File: src/hw/rtl/hidl_pkg.sv
// shared types and constants for the interpolated history delay line
package hidl_pkg;

  localparam int VAL_W     = 32;
  localparam int OP_W      = 2;
  localparam int POS_W     = 10;
  localparam int DIU_W     = 11;
  localparam int MU_W      = 16;
  localparam int FRAC_W    = 16;
  localparam int PROD_W    = VAL_W + 1 + MU_W + 1;
  localparam int VEC_N     = 4;
  localparam int CFG_IDX_W = 1;

  localparam logic [VAL_W-1:0] RECIP_RESET = 32'd655360;
  localparam logic [DIU_W-1:0] DEPTH_RESET = 11'd1024;

  localparam logic [OP_W-1:0] OP_PUSH  = 2'd0;
  localparam logic [OP_W-1:0] OP_DELAY = 2'd1;
  localparam logic [OP_W-1:0] OP_POS   = 2'd2;

  localparam logic [CFG_IDX_W-1:0] CFG_RECIP = 1'b0;
  localparam logic [CFG_IDX_W-1:0] CFG_DEPTH = 1'b1;

  typedef enum logic [2:0] {
    S_IDLE,
    S_CHECK,
    S_FETCH2,
    S_MULT,
    S_DONE
  } state_t;

  typedef struct packed {
    logic we;
    logic cap_y1;
    logic cap_prod;
  } lane_ctl_t;

  typedef struct packed {
    logic done;
    logic oor;
    logic lerp;
  } merge_ctl_t;

endpackage

File: src/hw/rtl/hidl_merge.sv
// merge stage: combines lane results into the output register
module hidl_merge #(
  parameter int LANES = 4
) (
  input  logic                               clk,
  input  logic                               rst_n,
  input  hidl_pkg::merge_ctl_t               ctl,
  input  logic signed [hidl_pkg::VAL_W-1:0]  y1   [LANES],
  input  logic signed [hidl_pkg::PROD_W-1:0] prod [LANES],
  input  logic                               out_stall,
  output logic                               free,
  output logic                               out_valid,
  output logic signed [hidl_pkg::VAL_W-1:0]  res  [hidl_pkg::VEC_N],
  output logic                               res_oor
);

  logic                              valid_r;
  logic                              oor_r;
  logic signed [hidl_pkg::VAL_W-1:0] data_r [LANES];
  logic signed [hidl_pkg::VAL_W-1:0] data_nxt [LANES];
  logic                              load;

  assign free = !valid_r || !out_stall;
  assign load = ctl.done && free;

  always_comb begin
    logic signed [hidl_pkg::PROD_W-1:0] sum;
    for (int k = 0; k < LANES; k++) begin
      sum = hidl_pkg::PROD_W'(y1[k]) + (prod[k] >>> hidl_pkg::FRAC_W);
      if (ctl.oor) begin
        data_nxt[k] = '0;
      end else if (ctl.lerp) begin
        data_nxt[k] = sum[hidl_pkg::VAL_W-1:0];
      end else begin
        data_nxt[k] = y1[k];
      end
    end
  end

  always_ff @(posedge clk) begin
    if (!rst_n) begin
      valid_r <= 1'b0;
    end else if (load) begin
      valid_r <= 1'b1;
    end else if (!out_stall) begin
      valid_r <= 1'b0;
    end
  end

  always_ff @(posedge clk) begin
    if (load) begin
      data_r <= data_nxt;
      oor_r  <= ctl.oor;
    end
  end

  for (genvar k = 0; k < hidl_pkg::VEC_N; k++) begin : g_out
    if (k < LANES) begin : g_used
      assign res[k] = data_r[k];
    end else begin : g_unused
      assign res[k] = '0;
    end
  end

  assign out_valid = valid_r;
  assign res_oor   = oor_r;

endmodule

File: config.mk
export PLATFORM = sky130hd
export DESIGN_NAME = hidl_merge
export DESIGN_NICKNAME = d
export VERILOG_FILES = /design/src/hw/rtl/hidl_pkg.sv /design/src/hw/rtl/hidl_merge.sv
export SDC_FILE = /design/constraint.sdc
export NUM_CORES = 1
export LEC_CHECK = 0
export ABC_CLOCK_PERIOD_IN_PS = 8300
export BUFFER_PORTS_ARGS = -buffer_cell sky130_fd_sc_hd__buf_2
export CORE_AREA = 2 2 183 185
export CTS_CLUSTER_DIAMETER = 60
export DETAILED_ROUTE_END_ITERATION = 12
export DIE_AREA = 0 0 185 187
export PLACE_DENSITY = 0.7
export SYNTH_ARGS = -nofsm -noshare
export SYNTH_HDL_FRONTEND = slang
export SYNTH_SLANG_ARGS = --single-unit
File: constraint.sdc
create_clock -name clk -period 8.3 [get_ports clk]
set_input_delay 0.415 -clock clk [delete_from_list [all_inputs] [get_ports clk]]
set_output_delay 0.415 -clock clk [all_outputs]
set_load 0.03 [all_outputs]
==> impl_metrics.tcl <==
set metrics [dict create \
    cap_violations 0 \
    cts_buffers 17 \
    area_growth_pct 26.1 \
    period_share 0.416 \
    nNetsFinal 2076 \
    final_hold_viol_count 0 \
    synth_nets 1700 \
    synth-seq-area-share 0.339 \
    start_util 0.349 \
    grt_pass1_vias 10902 \
    cp-start-kind "input port" \
    rsz0062_at_grt "false" \
    synth-edff-count 129 \
    synthFlopType "edfxtp_1" \
    drt_wl_total_um 36100 \
    final_area_um2 14500 \
    rows 67 \
    setup_tns_ns 0 \
    final_antenna_net_count 0 \
    peakVddDrop_uv 136 \
    clock_sinks 130 \
    fin_ws_ns 4.85 \
    vias 11113 \
    outcome "completed" \
    drt_iter0_drc 518 \
    synth_cell_type_count 67 \
    ys_warn_count 0 \
    ctsResizeCount 0 \
    tritoncts "yes" \
    dr.pass1.iters 5 \
    globalRouteOverflowTotal 0 \
    ctsRootBufferMaster "clkbuf_16" \
    place.gp.congestion 0.909 \
    grt_pass1_wl_um 55900 \
    cp-end-kind "flip-flop" \
    relSlewSlack 0.331 \
    synth_area_um2 11500 \
    io_pins 465 \
    cp.required_ns 8.48 \
    die_h_um 187 \
    worst_pin_slew_ns 1.00 \
    leakage_nw 6.64 \
    criticalPathCategory "in -> reg" \
    layout-drive-gt1-share 0.272 \
    synthArstFlopShare 0 \
    whs_ns 0.195 \
    max_freq_mhz 290 \
    die_w_um 185 \
    via_per_inst 5.34 \
    syn_area_per_cell_um2 9.27 \
    fin_skew_ns 0.00903 \
    postCtsSetupBuffers 0 \
    power_w 0.00241 \
    synth_seq_cells 130 \
    netlist_instances 1238 \
    io_buffer_count 392 \
    cts.clk_slew.worst_paths_ns 0.06 \
    place_area_um2 13900 \
    hold_path_class "in -> reg" \
    slew_viol_final 0 \
    grt.total_usage 0.205 \
    core_area_um2 32900 \
    cts_hold_buf 0 \
    cts_htree_levels 4 \
    crit_fanout 6 \
    min_period_ns 3.45 \
    hpwl_um 27900 \
    grt_max_degree 70 \
    p_per_area_nw_per_um2 166 \
    clk_path_buf_depth 2 \
    worstPathArrival_ns 3.63 \
    drc 0 \
    pre_cts_ws_ns 4.39 \
    antenna_found_initial 6 \
    dieArea_um2 34600 \
    insertion_delay_ns 0.44 \
    setup_viol 0 \
    avgRoutedWirePerCell_um 17.3 \
]
-- power breakdown --
| group | internal [W] | switching, W |
|---|---|---|
| sequential | 0.000798 | 0.0000146 |
| clock | 0.000411 | 0.000319 |
| combinational | 0.000336 | 0.000528 |
| total | 0.00154 | 0.000862 |
-- per-stage QoR --
| stage | std cells | utilization |
|---|---|---|
| 6_report | 2081 | 0.440 |
| 5_1_grt | 2079 | 0.440 |
| 4_1_cts | 2075 | 0.440 |
| 3_5_place_dp | 2043 | 0.423 |
| 3_3_place_gp | 2043 | 0.423 |
| 2_1_floorplan | 1238 | - |
-- routing by layer --
layer	vias to the layer above	GRT usage	wire length, µm
met5	-	0	13
met4	2	0.0962	1360
met3	80	0.0493	2350
met2	384	0.350	17300
met1	5198	0.241	15000
li1	5449	-	-
-- critical path, stage by stage --
cell       delay (ns)
buf_2            0.11
ha_1             0.35
a21oi_1          0.19
a21boi_0         0.13
a2111oi_2        0.54
o211ai_1         0.24
a2111oi_0        0.51
o41ai_1          0.22
a221oi_1         0.42
mux2i_1          0.28
xnor2_1          0.14
nor2_1           0.06
-- worst paths after layout --
check | startpoint | endpoint | cells past startpoint | slack [ns]
worst max-delay path | y1[100] | res[127] | 12 | 4.85
worst min-delay path | rst_n | out_valid | 2 | 0.19
worst max register to register | out_valid | res[107] | 3 | 5.85
worst min register to register | out_valid | out_valid | 2 | 0.54
-- final cells by class --
class / count / area, µm²
Clock buffer: 19 / 433
Fill cell: 3223 / 18400
Timing Repair Buffer: 398 / 2010
Multi-Input combinational cell: 1045 / 7360
Tap cell: 448 / 561
Antenna cell: 6 / 15.0
Inverter: 22 / 82.6
Clock inverter: 13 / 113
Sequential cell: 130 / 3890
-- sequential cells by signal, summed over array words and instances (netlist names) --
signal / cells
res: 128
out_valid: 1
res_oor: 1
-- cells in the mapped netlist, drive strengths merged, types with 5 or more instances --
master / number / area (µm²)
nor2: 141 / 529
edfxtp: 129 / 3870
ha: 124 / 1550
a21oi: 123 / 616
nand2: 86 / 323
o21ai: 80 / 404
mux2i: 59 / 591
a21o: 57 / 428
xnor2: 55 / 482
xor2: 46 / 403
a211oi: 31 / 233
clkbuf: 31 / 116
nand3: 25 / 125
inv: 22 / 82.6
o21bai: 19 / 143
nor2b: 15 / 93.8
nand4: 13 / 81.3
a31oi: 12 / 75.1
and3: 12 / 75.1
nor3: 12 / 60.1
o21a: 11 / 82.6
buf: 10 / 37.5
and2: 9 / 56.3
o31ai: 9 / 72.6
nand2b: 8 / 50.1
o22ai: 8 / 63.8
a21boi: 6 / 45.0
a221oi: 6 / 58.8
a22o: 6 / 52.6
nor4: 6 / 37.5
o211ai: 6 / 45.0
or3: 5 / 31.3
or4: 5 / 37.5
-- cells in the final DEF, fill, tap and decap left out, drive strengths merged, types with 31 or more instances in the layout --
| cell type | count |
|---|---|
| buf | 398 |
| nor2 | 141 |
| edfxtp | 129 |
| ha | 124 |
| a21oi | 123 |
| nand2 | 86 |
| o21ai | 80 |
| mux2i | 59 |
| a21o | 57 |
| xnor2 | 55 |
| xor2 | 46 |
| a211oi | 31 |
-- cells by family (layout without fill, tap and decap cells) --
| group | Yosys count | in the layout | share of synthesized area |
|---|---|---|---|
| AND/OR/NAND/NOR | 349 | 349 | 0.139 |
| XOR/XNOR | 101 | 101 | 0.0771 |
| AO/OA/AOI/OAI | 408 | 408 | 0.230 |
| adder cells (fa/ha/maj) | 128 | 128 | 0.142 |
| buffers and inverters | 63 | 452 | 0.0206 |
| multiplexers | 59 | 59 | 0.0515 |
| other | 0 | 6 | 0 |
| flip-flops | 130 | 130 | 0.339 |
Power figures use the tool's default switching activity.
